### config.mk
export PLATFORM = sky130hd
export DESIGN_NAME = motor_speed_pid_drive
export DESIGN_NICKNAME = d
export VERILOG_FILES = /design/src/sv/mspd_pkg.sv /design/src/sv/mspd_cfg.sv /design/src/sv/mspd_ctrl.sv /design/src/sv/mspd_dp.sv /design/src/sv/motor_speed_pid_drive.sv
export SDC_FILE = /design/constraint.sdc
export NUM_CORES = 2
export LEC_CHECK = 0
export ABC_AREA = 1
export BUFFER_PORTS_ARGS = -buffer_cell sky130_fd_sc_hd__buf_2
export CAP_MARGIN = 30
export CORE_MARGIN = 2
export CORE_UTILIZATION = 59
export CTS_CLUSTER_DIAMETER = 120
export DETAILED_ROUTE_END_ITERATION = 7
export PLACE_DENSITY = 0.79
export SETUP_SLACK_MARGIN = 0.05
export SLEW_MARGIN = 20
export SYNTH_ARGS = -nofsm -noshare
export SYNTH_HDL_FRONTEND = slang
export SYNTH_SLANG_ARGS = --single-unit
### constraint.sdc
create_clock -name clk -period 9.55 [get_ports clk]
set_clock_uncertainty 0.15 [all_clocks]
set_input_delay 0 -clock clk [delete_from_list [all_inputs] [get_ports clk]]
set_output_delay 0 -clock clk [all_outputs]
set_load 0.02 [all_outputs]
### src/sv/mspd_pkg.sv
`timescale 1ns / 1ps
// ----------------------------------------------------------------------------
// mspd_pkg - shared types for the motor speed pid drive
// Mode codes, register indexes, sequencer states, control/status structs
// and the symmetric clamp used by the datapath.
// ----------------------------------------------------------------------------
package mspd_pkg;

  // field widths
  localparam int unsigned SPEED_W = 16;
  localparam int unsigned GAIN_W  = 16;
  localparam int unsigned LIMIT_W = 15;
  localparam int unsigned ERR_W   = SPEED_W + 1;
  localparam int unsigned DERR_W  = ERR_W + 1;
  localparam int unsigned ADDR_W  = 3;

  // shared multiplier operand and product widths
  localparam int unsigned MUL_A_W = 36;
  localparam int unsigned MUL_B_W = 18;
  localparam int unsigned PROD_W  = MUL_A_W + MUL_B_W;

  // widths of the scaled terms
  localparam int unsigned INC_W   = 26;
  localparam int unsigned PTERM_W = 25;
  localparam int unsigned DTERM_W = 43;
  localparam int unsigned SUM_W   = 44;

  // direct mode bound
  localparam logic [LIMIT_W-1:0] DIRECT_LIMIT = 15'd255;

  // operating modes (the spare code behaves as off)
  typedef enum logic [1:0] {
    CMD_OFF    = 2'd0,
    CMD_PID    = 2'd1,
    CMD_DIRECT = 2'd2
  } cmd_t;

  // configuration register indexes
  typedef enum logic [ADDR_W-1:0] {
    REG_PROP_GAIN   = 3'd0,
    REG_INTEG_GAIN  = 3'd1,
    REG_DERIV_GAIN  = 3'd2,
    REG_TICK_PERIOD = 3'd3,
    REG_TICK_RATE   = 3'd4,
    REG_INTEG_LIMIT = 3'd5,
    REG_DRIVE_LIMIT = 3'd6
  } reg_idx_t;

  // sequencer states
  typedef enum logic [3:0] {
    ST_IDLE,
    ST_ERR,
    ST_MKI,
    ST_MDT,
    ST_MKP,
    ST_MRT,
    ST_MKD,
    ST_DSH,
    ST_SUM,
    ST_DIRECT,
    ST_FIN
  } state_t;

  // multiplier operand selection
  typedef enum logic [2:0] {
    MUL_KI,
    MUL_DT,
    MUL_KP,
    MUL_RATE,
    MUL_KD
  } mul_sel_t;

  // register file contents
  typedef struct packed {
    logic signed [GAIN_W-1:0] prop_gain;
    logic signed [GAIN_W-1:0] integ_gain;
    logic signed [GAIN_W-1:0] deriv_gain;
    logic [SPEED_W-1:0]       tick_period;
    logic [SPEED_W-1:0]       tick_rate;
    logic [LIMIT_W-1:0]       integ_limit;
    logic [LIMIT_W-1:0]       drive_limit;
  } cfg_t;

  // sequencer to datapath commands
  typedef struct packed {
    logic     in_load;
    logic     err_load;
    logic     mul_en;
    mul_sel_t mul_sel;
    logic     inc_load;
    logic     p_load;
    logic     integ_load;
    logic     d_load;
    logic     pid_commit;
    logic     direct_commit;
    logic     out_load;
  } dp_cmd_t;

  // datapath to sequencer status
  typedef struct packed {
    logic [1:0] mode;
    logic       out_free;
  } dp_sts_t;

  // clamp to +-lim, result fits the speed width
  function automatic logic signed [SPEED_W-1:0] clamp_sym(
    input logic signed [SUM_W-1:0] v,
    input logic [LIMIT_W-1:0]      lim
  );
    logic signed [SUM_W-1:0]   pos;
    logic signed [SUM_W-1:0]   neg;
    logic signed [SPEED_W-1:0] res;
    pos = signed'({{(SUM_W-LIMIT_W){1'b0}}, lim});
    neg = -pos;
    if (v > pos) begin
      res = pos[SPEED_W-1:0];
    end else if (v < neg) begin
      res = neg[SPEED_W-1:0];
    end else begin
      res = v[SPEED_W-1:0];
    end
    return res;
  endfunction

endpackage

### src/sv/mspd_cfg.sv
`timescale 1ns / 1ps
// ----------------------------------------------------------------------------
// mspd_cfg - configuration register file
// Gains, tick period and rate and the two clamp bounds, written by index.
// ----------------------------------------------------------------------------
module mspd_cfg (
  input  logic                          clk,
  input  logic                          rst_n,
  input  logic                          cfg_valid,
  output logic                          cfg_ready,
  input  logic [mspd_pkg::ADDR_W-1:0]   cfg_addr,
  input  logic [mspd_pkg::SPEED_W-1:0]  cfg_data,
  output mspd_pkg::cfg_t                cfg
);

  mspd_pkg::cfg_t regs_r;

  // writes are always taken
  assign cfg_ready = 1'b1;
  assign cfg         = regs_r;

  // register writes, unknown indexes dropped
  always_ff @(posedge clk) begin
    if (!rst_n) begin
      regs_r.prop_gain   <= '0;
      regs_r.integ_gain  <= '0;
      regs_r.deriv_gain  <= '0;
      regs_r.tick_period <= '0;
      regs_r.tick_rate   <= '0;
      regs_r.integ_limit <= '0;
      regs_r.drive_limit <= mspd_pkg::DIRECT_LIMIT;
    end else if (cfg_valid && cfg_ready) begin
      case (cfg_addr)
        mspd_pkg::REG_PROP_GAIN:   regs_r.prop_gain   <= signed'(cfg_data);
        mspd_pkg::REG_INTEG_GAIN:  regs_r.integ_gain  <= signed'(cfg_data);
        mspd_pkg::REG_DERIV_GAIN:  regs_r.deriv_gain  <= signed'(cfg_data);
        mspd_pkg::REG_TICK_PERIOD: regs_r.tick_period <= cfg_data;
        mspd_pkg::REG_TICK_RATE:   regs_r.tick_rate   <= cfg_data;
        mspd_pkg::REG_INTEG_LIMIT: regs_r.integ_limit <= cfg_data[mspd_pkg::LIMIT_W-1:0];
        mspd_pkg::REG_DRIVE_LIMIT: regs_r.drive_limit <= cfg_data[mspd_pkg::LIMIT_W-1:0];
        default: begin
        end
      endcase
    end
  end

endmodule

### src/sv/mspd_ctrl.sv
`timescale 1ns / 1ps
// ----------------------------------------------------------------------------
// mspd_ctrl - tick sequencer
// Steps one control tick through error, five shared products in pid mode, the clamps
// and the result register.
// ----------------------------------------------------------------------------
module mspd_ctrl (
  input  logic              clk,
  input  logic              rst_n,
  input  logic              in_tvalid,
  output logic              in_tready,
  input  mspd_pkg::dp_sts_t sts,
  output mspd_pkg::dp_cmd_t cmd
);

  mspd_pkg::state_t state_r;
  mspd_pkg::state_t state_nxt;

  // state register
  always_ff @(posedge clk) begin
    if (!rst_n) begin
      state_r <= mspd_pkg::ST_IDLE;
    end else begin
      state_r <= state_nxt;
    end
  end

  // next state
  always_comb begin
    state_nxt = state_r;
    case (state_r)
      mspd_pkg::ST_IDLE: begin
        if (in_tvalid) state_nxt = mspd_pkg::ST_ERR;
      end
      mspd_pkg::ST_ERR: begin
        case (sts.mode)
          mspd_pkg::CMD_PID:    state_nxt = mspd_pkg::ST_MKI;
          mspd_pkg::CMD_DIRECT: state_nxt = mspd_pkg::ST_DIRECT;
          default:              state_nxt = mspd_pkg::ST_FIN;
        endcase
      end
      mspd_pkg::ST_MKI:    state_nxt = mspd_pkg::ST_MDT;
      mspd_pkg::ST_MDT:    state_nxt = mspd_pkg::ST_MKP;
      mspd_pkg::ST_MKP:    state_nxt = mspd_pkg::ST_MRT;
      mspd_pkg::ST_MRT:    state_nxt = mspd_pkg::ST_MKD;
      mspd_pkg::ST_MKD:    state_nxt = mspd_pkg::ST_DSH;
      mspd_pkg::ST_DSH:    state_nxt = mspd_pkg::ST_SUM;
      mspd_pkg::ST_SUM:    state_nxt = mspd_pkg::ST_FIN;
      mspd_pkg::ST_DIRECT: state_nxt = mspd_pkg::ST_FIN;
      mspd_pkg::ST_FIN: begin
        if (sts.out_free) state_nxt = mspd_pkg::ST_IDLE;
      end
      default: state_nxt = mspd_pkg::ST_IDLE;
    endcase
  end

  // datapath commands
  always_comb begin
    cmd         = '0;
    cmd.mul_sel = mspd_pkg::MUL_KI;
    in_tready   = 1'b0;
    case (state_r)
      mspd_pkg::ST_IDLE: begin
        in_tready   = 1'b1;
        cmd.in_load = in_tvalid;
      end
      mspd_pkg::ST_ERR: cmd.err_load = 1'b1;
      mspd_pkg::ST_MKI: begin
        cmd.mul_en  = 1'b1;
        cmd.mul_sel = mspd_pkg::MUL_KI;
      end
      mspd_pkg::ST_MDT: begin
        cmd.mul_en  = 1'b1;
        cmd.mul_sel = mspd_pkg::MUL_DT;
      end
      mspd_pkg::ST_MKP: begin
        cmd.mul_en   = 1'b1;
        cmd.mul_sel  = mspd_pkg::MUL_KP;
        cmd.inc_load = 1'b1;
      end
      mspd_pkg::ST_MRT: begin
        cmd.mul_en     = 1'b1;
        cmd.mul_sel    = mspd_pkg::MUL_RATE;
        cmd.p_load     = 1'b1;
        cmd.integ_load = 1'b1;
      end
      mspd_pkg::ST_MKD: begin
        cmd.mul_en  = 1'b1;
        cmd.mul_sel = mspd_pkg::MUL_KD;
      end
      mspd_pkg::ST_DSH:    cmd.d_load        = 1'b1;
      mspd_pkg::ST_SUM:    cmd.pid_commit    = 1'b1;
      mspd_pkg::ST_DIRECT: cmd.direct_commit = 1'b1;
      mspd_pkg::ST_FIN:    cmd.out_load      = sts.out_free;
      default: begin
      end
    endcase
  end

endmodule

### src/sv/mspd_dp.sv
`timescale 1ns / 1ps
// ----------------------------------------------------------------------------
// mspd_dp - controller datapath
// Speed and error, one shared signed multiplier, integral and drive clamps,
// the controller state and the result register.
// ----------------------------------------------------------------------------
module mspd_dp (
  input  logic                                clk,
  input  logic                                rst_n,
  input  mspd_pkg::cfg_t                      cfg,
  input  mspd_pkg::dp_cmd_t                   cmd,
  output mspd_pkg::dp_sts_t                   sts,
  input  logic [1:0]                          in_cmd,
  input  logic signed [mspd_pkg::SPEED_W-1:0] in_target,
  input  logic [mspd_pkg::SPEED_W-1:0]        in_count,
  output logic                                out_valid,
  input  logic                                out_ready,
  output logic signed [mspd_pkg::SPEED_W-1:0] out_measured,
  output logic signed [mspd_pkg::SPEED_W-1:0] out_desired,
  output logic [mspd_pkg::LIMIT_W-1:0]        out_magnitude,
  output logic                                out_reverse
);

  localparam int unsigned SW = mspd_pkg::SPEED_W;
  localparam int unsigned LW = mspd_pkg::LIMIT_W;
  localparam int unsigned EW = mspd_pkg::ERR_W;
  localparam int unsigned DW = mspd_pkg::DERR_W;
  localparam int unsigned AW = mspd_pkg::MUL_A_W;
  localparam int unsigned BW = mspd_pkg::MUL_B_W;
  localparam int unsigned PW = mspd_pkg::PROD_W;
  localparam int unsigned XW = mspd_pkg::SUM_W;
  localparam int unsigned IW = mspd_pkg::INC_W;
  localparam int unsigned QW = mspd_pkg::PTERM_W;
  localparam int unsigned KW = mspd_pkg::DTERM_W;

  // tick item
  logic [1:0]           mode_r;
  logic signed [SW-1:0] target_r;
  logic signed [SW-1:0] measured_r;
  logic signed [EW-1:0] error_r;
  logic signed [DW-1:0] derr_r;

  // controller state
  logic [SW-1:0]        last_count_r;
  logic signed [SW-1:0] setpoint_r;
  logic signed [SW-1:0] accum_r;
  logic signed [EW-1:0] last_error_r;
  logic [LW-1:0]        mag_r;
  logic                 rev_r;

  // products and terms
  logic signed [PW-1:0] prod_r;
  logic signed [IW-1:0] inc_r;
  logic signed [QW-1:0] p_r;
  logic signed [SW-1:0] integ_r;
  logic signed [KW-1:0] d_r;

  // result register
  logic                 out_valid_r;
  logic                 out_valid_nxt;
  logic signed [SW-1:0] out_measured_r;
  logic signed [SW-1:0] out_desired_r;
  logic [LW-1:0]        out_mag_r;
  logic                 out_rev_r;

  logic signed [SW-1:0] measured_nxt;
  logic signed [EW-1:0] error_nxt;
  logic signed [AW-1:0] mul_a;
  logic signed [BW-1:0] mul_b;
  logic signed [PW-1:0] prod_nxt;
  logic signed [XW-1:0] integ_sum;
  logic signed [SW-1:0] integ_nxt;
  logic signed [XW-1:0] drive_sum;
  logic signed [SW-1:0] drive_pid;
  logic signed [SW-1:0] drive_direct;
  logic signed [SW-1:0] pid_abs;
  logic signed [SW-1:0] direct_abs;

  assign sts.mode     = mode_r;
  assign sts.out_free = !out_valid_r || out_ready;

  // wrapping speed and the error terms
  assign measured_nxt = signed'(in_count - last_count_r);
  assign error_nxt    = EW'(target_r) - EW'(measured_r);

  // shared multiplier operands
  always_comb begin
    case (cmd.mul_sel)
      mspd_pkg::MUL_KI: begin
        mul_a = AW'(error_r);
        mul_b = BW'(cfg.integ_gain);
      end
      mspd_pkg::MUL_DT: begin
        mul_a = prod_r[AW-1:0];
        mul_b = signed'({{(BW-SW){1'b0}}, cfg.tick_period});
      end
      mspd_pkg::MUL_KP: begin
        mul_a = AW'(error_r);
        mul_b = BW'(cfg.prop_gain);
      end
      mspd_pkg::MUL_RATE: begin
        mul_a = AW'(derr_r);
        mul_b = signed'({{(BW-SW){1'b0}}, cfg.tick_rate});
      end
      mspd_pkg::MUL_KD: begin
        mul_a = prod_r[AW-1:0];
        mul_b = BW'(cfg.deriv_gain);
      end
      default: begin
        mul_a = '0;
        mul_b = '0;
      end
    endcase
  end

  assign prod_nxt = PW'(mul_a) * PW'(mul_b);

  // integral update and its clamp
  assign integ_sum = XW'(accum_r) + XW'(inc_r);
  assign integ_nxt = mspd_pkg::clamp_sym(integ_sum, cfg.integ_limit);

  // output sum and clamp
  assign drive_sum = XW'(p_r) + XW'(integ_r) + XW'(d_r);
  assign drive_pid = mspd_pkg::clamp_sym(drive_sum, cfg.drive_limit);
  assign pid_abs   = drive_pid[SW-1] ? -drive_pid : drive_pid;

  // direct request clamp
  assign drive_direct = mspd_pkg::clamp_sym(XW'(target_r), mspd_pkg::DIRECT_LIMIT);
  assign direct_abs   = drive_direct[SW-1] ? -drive_direct : drive_direct;

  // tick item and work registers
  always_ff @(posedge clk) begin
    if (cmd.in_load) begin
      mode_r     <= in_cmd;
      target_r   <= in_target;
      measured_r <= measured_nxt;
    end
    if (cmd.err_load) begin
      error_r <= error_nxt;
      derr_r  <= DW'(error_nxt) - DW'(last_error_r);
    end
    if (cmd.mul_en)     prod_r  <= prod_nxt;
    // floor shifts of the products
    if (cmd.inc_load)   inc_r   <= prod_r[IW+23:24];
    if (cmd.p_load)     p_r     <= prod_r[QW+7:8];
    if (cmd.integ_load) integ_r <= integ_nxt;
    if (cmd.d_load)     d_r     <= prod_r[KW+7:8];
  end

  // controller state
  always_ff @(posedge clk) begin
    if (!rst_n) begin
      last_count_r <= '0;
      setpoint_r   <= '0;
      accum_r      <= '0;
      last_error_r <= '0;
      mag_r        <= '0;
      rev_r        <= 1'b0;
    end else begin
      if (cmd.in_load) last_count_r <= in_count;
      if (cmd.pid_commit) begin
        setpoint_r   <= target_r;
        accum_r      <= integ_r;
        last_error_r <= error_r;
        mag_r        <= pid_abs[LW-1:0];
        rev_r        <= drive_pid[SW-1];
      end else if (cmd.direct_commit) begin
        setpoint_r <= drive_direct;
        mag_r      <= direct_abs[LW-1:0];
        rev_r      <= drive_direct[SW-1];
      end
    end
  end

  // result register
  assign out_valid_nxt = cmd.out_load || (out_valid_r && !out_ready);

  always_ff @(posedge clk) begin
    if (!rst_n) begin
      out_valid_r <= 1'b0;
    end else begin
      out_valid_r <= out_valid_nxt;
    end
  end

  always_ff @(posedge clk) begin
    if (cmd.out_load) begin
      out_measured_r <= measured_r;
      out_desired_r  <= setpoint_r;
      out_mag_r      <= mag_r;
      out_rev_r      <= rev_r;
    end
  end

  assign out_valid     = out_valid_r;
  assign out_measured  = out_measured_r;
  assign out_desired   = out_desired_r;
  assign out_magnitude = out_mag_r;
  assign out_reverse   = out_rev_r;

endmodule

### src/sv/motor_speed_pid_drive.sv
`timescale 1ns / 1ps
// ----------------------------------------------------------------------------
// motor_speed_pid_drive - pid speed controller with anti-windup clamp
// One result per control tick, from a sequencer over a shared multiplier.
// ----------------------------------------------------------------------------
// latency from input transfer to out_tvalid spans err, the pid or direct steps
// (none for off) and fin; next input taken in the cycle after the result is
//   registered, pid ticks paced by five products in turn through one multiplier
// a result waiting on out_tready does not block the next input transfer
// synchronous active-low reset clears state and gains, drive_limit to 255
module motor_speed_pid_drive (
  input  logic                         clk,
  input  logic                         rst_n,
  input  logic                         in_tvalid,
  output logic                         in_tready,
  input  logic [31:0]                  in_tdata,   // target_speed, encoder_count
  input  logic [1:0]                   in_tuser,   // cmd
  output logic                         out_tvalid,
  input  logic                         out_tready,
  output logic [47:0]                  out_tdata,  // speed_delta, speed_setpoint,
                                                   // drive_magnitude, drive_reverse
  input  logic                         cfg_valid,
  output logic                         cfg_ready,
  input  logic [mspd_pkg::ADDR_W-1:0]  cfg_addr,
  input  logic [mspd_pkg::SPEED_W-1:0] cfg_data
);

  mspd_pkg::cfg_t    cfg;
  mspd_pkg::dp_cmd_t dp_cmd;
  mspd_pkg::dp_sts_t dp_sts;

  logic signed [mspd_pkg::SPEED_W-1:0] measured;
  logic signed [mspd_pkg::SPEED_W-1:0] desired;
  logic [mspd_pkg::LIMIT_W-1:0]        magnitude;
  logic                                reverse;

  // register file
  mspd_cfg u_cfg (
    .clk       (clk),
    .rst_n     (rst_n),
    .cfg_valid (cfg_valid),
    .cfg_ready (cfg_ready),
    .cfg_addr  (cfg_addr),
    .cfg_data  (cfg_data),
    .cfg       (cfg)
  );

  // sequencer
  mspd_ctrl u_ctrl (
    .clk       (clk),
    .rst_n     (rst_n),
    .in_tvalid (in_tvalid),
    .in_tready (in_tready),
    .sts       (dp_sts),
    .cmd       (dp_cmd)
  );

  // datapath
  mspd_dp u_dp (
    .clk           (clk),
    .rst_n         (rst_n),
    .cfg           (cfg),
    .cmd           (dp_cmd),
    .sts           (dp_sts),
    .in_cmd        (in_tuser),
    .in_target     (signed'(in_tdata[15:0])),
    .in_count      (in_tdata[31:16]),
    .out_valid     (out_tvalid),
    .out_ready     (out_tready),
    .out_measured  (measured),
    .out_desired   (desired),
    .out_magnitude (magnitude),
    .out_reverse   (reverse)
  );

  // result packing
  assign out_tdata = {reverse, magnitude, desired, measured};

  // one tick at a time
  a_single_item: assert property (@(posedge clk) disable iff (!rst_n)
    in_tvalid && in_tready |=> !in_tready)
    else $error("input taken while a tick is in flight");

  // result register loaded only when free
  a_load_free: assert property (@(posedge clk) disable iff (!rst_n)
    dp_cmd.out_load |-> dp_sts.out_free)
    else $error("result register overwritten");

  // a result appears only through a load
  a_valid_source: assert property (@(posedge clk) disable iff (!rst_n)
    $rose(out_tvalid) |-> $past(dp_cmd.out_load))
    else $error("result valid without load");

  // multiplier runs only for pid ticks
  a_mul_pid: assert property (@(posedge clk) disable iff (!rst_n)
    dp_cmd.mul_en |-> dp_sts.mode == mspd_pkg::CMD_PID)
    else $error("multiplier used outside pid mode");

endmodule

==> results.toml <==
[clock_network]
cts_tree = "yes"
cts_root_buffer = "clkbuf_16"
cts_sinks = 474
worstSkewPairLatency_ns = 0.62
clk_pin_slew_worst_paths_ns = 0.07
htree_num_levels = 2
clock_path_buffers = 3
numCtsBuffers = 45

[timing]
period_share_pct = 94.3
final-max-slew-violation-count = 0
period_minus_slack_ns = 9.01
setup_tns_ns = 0
slew_headroom_pct = 34.0
clock.fmax_mhz = 111
setup_violations = 0
worst_pin_slew_ns = 0.990
rsz0062_at_grt = "no"
final_hold_viol_count = 0

[critical_path]
startpoint_type = "register"
endpoint_kind = "register"
path_max_fanout = 22
crit_buf_inv = 10
cp_top_family = "adder cells"
cp.required_ns = 9.73
cp_slowest_stage_delay_ns = 0.58
cpMostUsedCell = "inv_1"
worstSetupPathType = "register to register"
crit_arrival_ns = 9.19
crit_slowest_cell = "inv_1"

[yosys]
ys_top_cells_by_area = "fa_1, edfxtp_1, inv_1"
avgSynthCellArea_sq_um = 8.29
yosysTopAreaCell = "fa_1"
synthDistinctLibCells = 68
ys_seq_elements = 474
synth-edff-count = 278
synth.most_common_cell = "inv_1"
synthArstFlopShare_pct = 0
netlist.area_leader.share_pct = 25.9
syn_nets = 7034
synth_ff_type = "edfxtp_1"
yosysWarnings = 0
syn_inst = 5974
synth_area_sq_um = 49500
seq_area_frac_synth_pct = 24.8
netlist_top_cells_count = "inv_1, nand2_1, nor2_1"

[die]
die-area_sq_um = 86300
start_util_pct = 59.4
die_x_um = 294
ios = 109
fp.dieH_um = 294
placementRows = 106
core_region_area_sq_um = 83400

[finish]
final_area_sq_um = 54100
syn2layout_area_growth_pct = 9.14
layout-drive-gt1-share_pct = 5.82
finalNetCount = 7208
utilization_pct = 64.8

[route]
drtPass1Iterations = 8
dr_wl_met3_um = 13700
wl_met2_um = 67800
viasPerCell = 5.72
drc = 0
drt_iter0_drc = 3998
top_layer_used = "met5"
routedWlPerCell_um = 20.2
drtAntennaViolNets = 0
drt-met1-wl_um = 58000
wl_um = 147000
vias = 41558

[pwr]
p_leak_nw = 26.2
p_total_mw = 13.7
ir_worst_vdd_uv = 217
p_per_area_nw_per_um2 = 253

[place]
io_buffers = 107
place_congestion = 0.970
dp_hpwl_um = 112000
placed_area_sq_um = 51400

[outcome]
status = "complete, no violations"

[grt]
grt-ovfl-total = 0
antenna_found_initial = 7
track_usage_pct = 34.3
grt_pass1_wl_um = 230000
grt_max_degree = 101
grt_pass1_vias = 42106

[min_path]
hold_class = "primary input to register"

[flow_run]
cap_viol_max_count = 0
==> worst reg2reg max path, delay by kind of cell (launching register included) <==
kind | cells | cell delay (ns)
flip-flops | 1 | 0.49
buffers and inverters | 10 | 1.48
AO/OA/AOI/OAI | 12 | 2.25
AND/OR/NAND/NOR | 4 | 0.75
adder cells (fa/ha/maj) | 7 | 3.45
XOR/XNOR | 1 | 0.17
==> timing repair <==
action | CTS | global route
setup endpoints to repair | 0 | 16
resized for setup | 0 | 12
buffers inserted | 0 | 2
endpoints found under the hold margin | 192 | 0
hold buffers | 111 | 0
==> placed cells by master, fill, tap and decap left out, drive strengths merged, types with 111 or more instances in the layout <==
master and count:
buf 184, ha 360, inv 1231, a21oi 378, fa 642, nor2 712
nand2 1091, edfxtp 278, dfxtp 196, dlygate4sd3 111, o21ai 308, nand3 151
==> cells by family after synthesis <==
family                     count (synthesis)  share of synthesized area [%]
other                                      1                        0.00757
buffers and inverters                   1420                           10.8
xor gates and xnor gates                 159                           2.84
DFF                                      474                           24.8
AOI/OAI and AO/OA                        842                           9.56
and+or+nand+nor                         2076                           16.9
adders and majority gates               1002                           35.0
==> cell type report <==
type	instances	area (sq um)
Antenna cell	4	10.0
Clock buffer	58	1220
Clock inverter	25	240
Fill cell	6837	29400
Inverter	1252	4700
Multi-Input combinational cell	4080	32000
Sequential cell	474	12300
Tap cell	1080	1350
Timing Repair Buffer	295	2270
==> final timing paths <==
path                                           from                    to  slack [ns]  cells after the start
worst max-delay path              u_ctrl.state_r[0]       u_dp.prod_r[45]        0.54                     34
worst min-delay path                   in_tdata[16]  u_dp.last_count_r[0]        0.04                      4
worst max register to register    u_ctrl.state_r[0]       u_dp.prod_r[45]        0.54                     34
worst min register to register  u_dp.setpoint_r[10]  u_dp.out_desired[10]        0.28                      0
==> stage by stage <==
step	setup WS [ns]	cells	hold WS (ns)
2_1_floorplan	0.602	5974	-0.0511
3_3_place_gp	0.457	7064	0.0276
3_5_place_dp	0.374	7068	0.0282
4_1_cts	0.316	7262	0.0125
5_1_grt	0.0760	7266	0.0832
6_report	0.540	7268	0.0397
==> state kept, by name (all words and copies together) (netlist names), 2 cells and up <==
register and flops:
u_dp.last_count_r 16, u_dp.target_r 16, u_dp.setpoint_r 16, u_dp.last_error_r 17, u_dp.mag_r 15, u_dp.error_r 17
u_dp.measured_r 16, u_dp.prod_r 51, u_dp.d_r 43, u_dp.accum_r 16, u_ctrl.state_r 4, u_dp.mode_r 2
u_dp.out_magnitude 15, u_dp.out_measured 16, u_dp.derr_r 18, u_cfg.cfg 110, u_dp.p_r 25, u_dp.out_desired 16
u_dp.integ_r 16, u_dp.inc_r 26
==> power breakdown <==
| group | switching, mW | leakage [nW] | internal (mW) |
|---|---|---|---|
| Clock | 0.836 | 0.713 | 0.977 |
| Sequential | 0.392 | 4.15 | 3.03 |
| Combinational | 5.64 | 21.3 | 2.84 |
| Total | 6.86 | 26.2 | 6.84 |
==> routing by layer <==
layer	vias to the layer above	GRT usage, %
met5	-	0
met4	8	14.3
met3	456	5.47
met2	2082	55.8
met1	20071	45.8
li1	18941	-
Power figures use the tool's default switching activity.
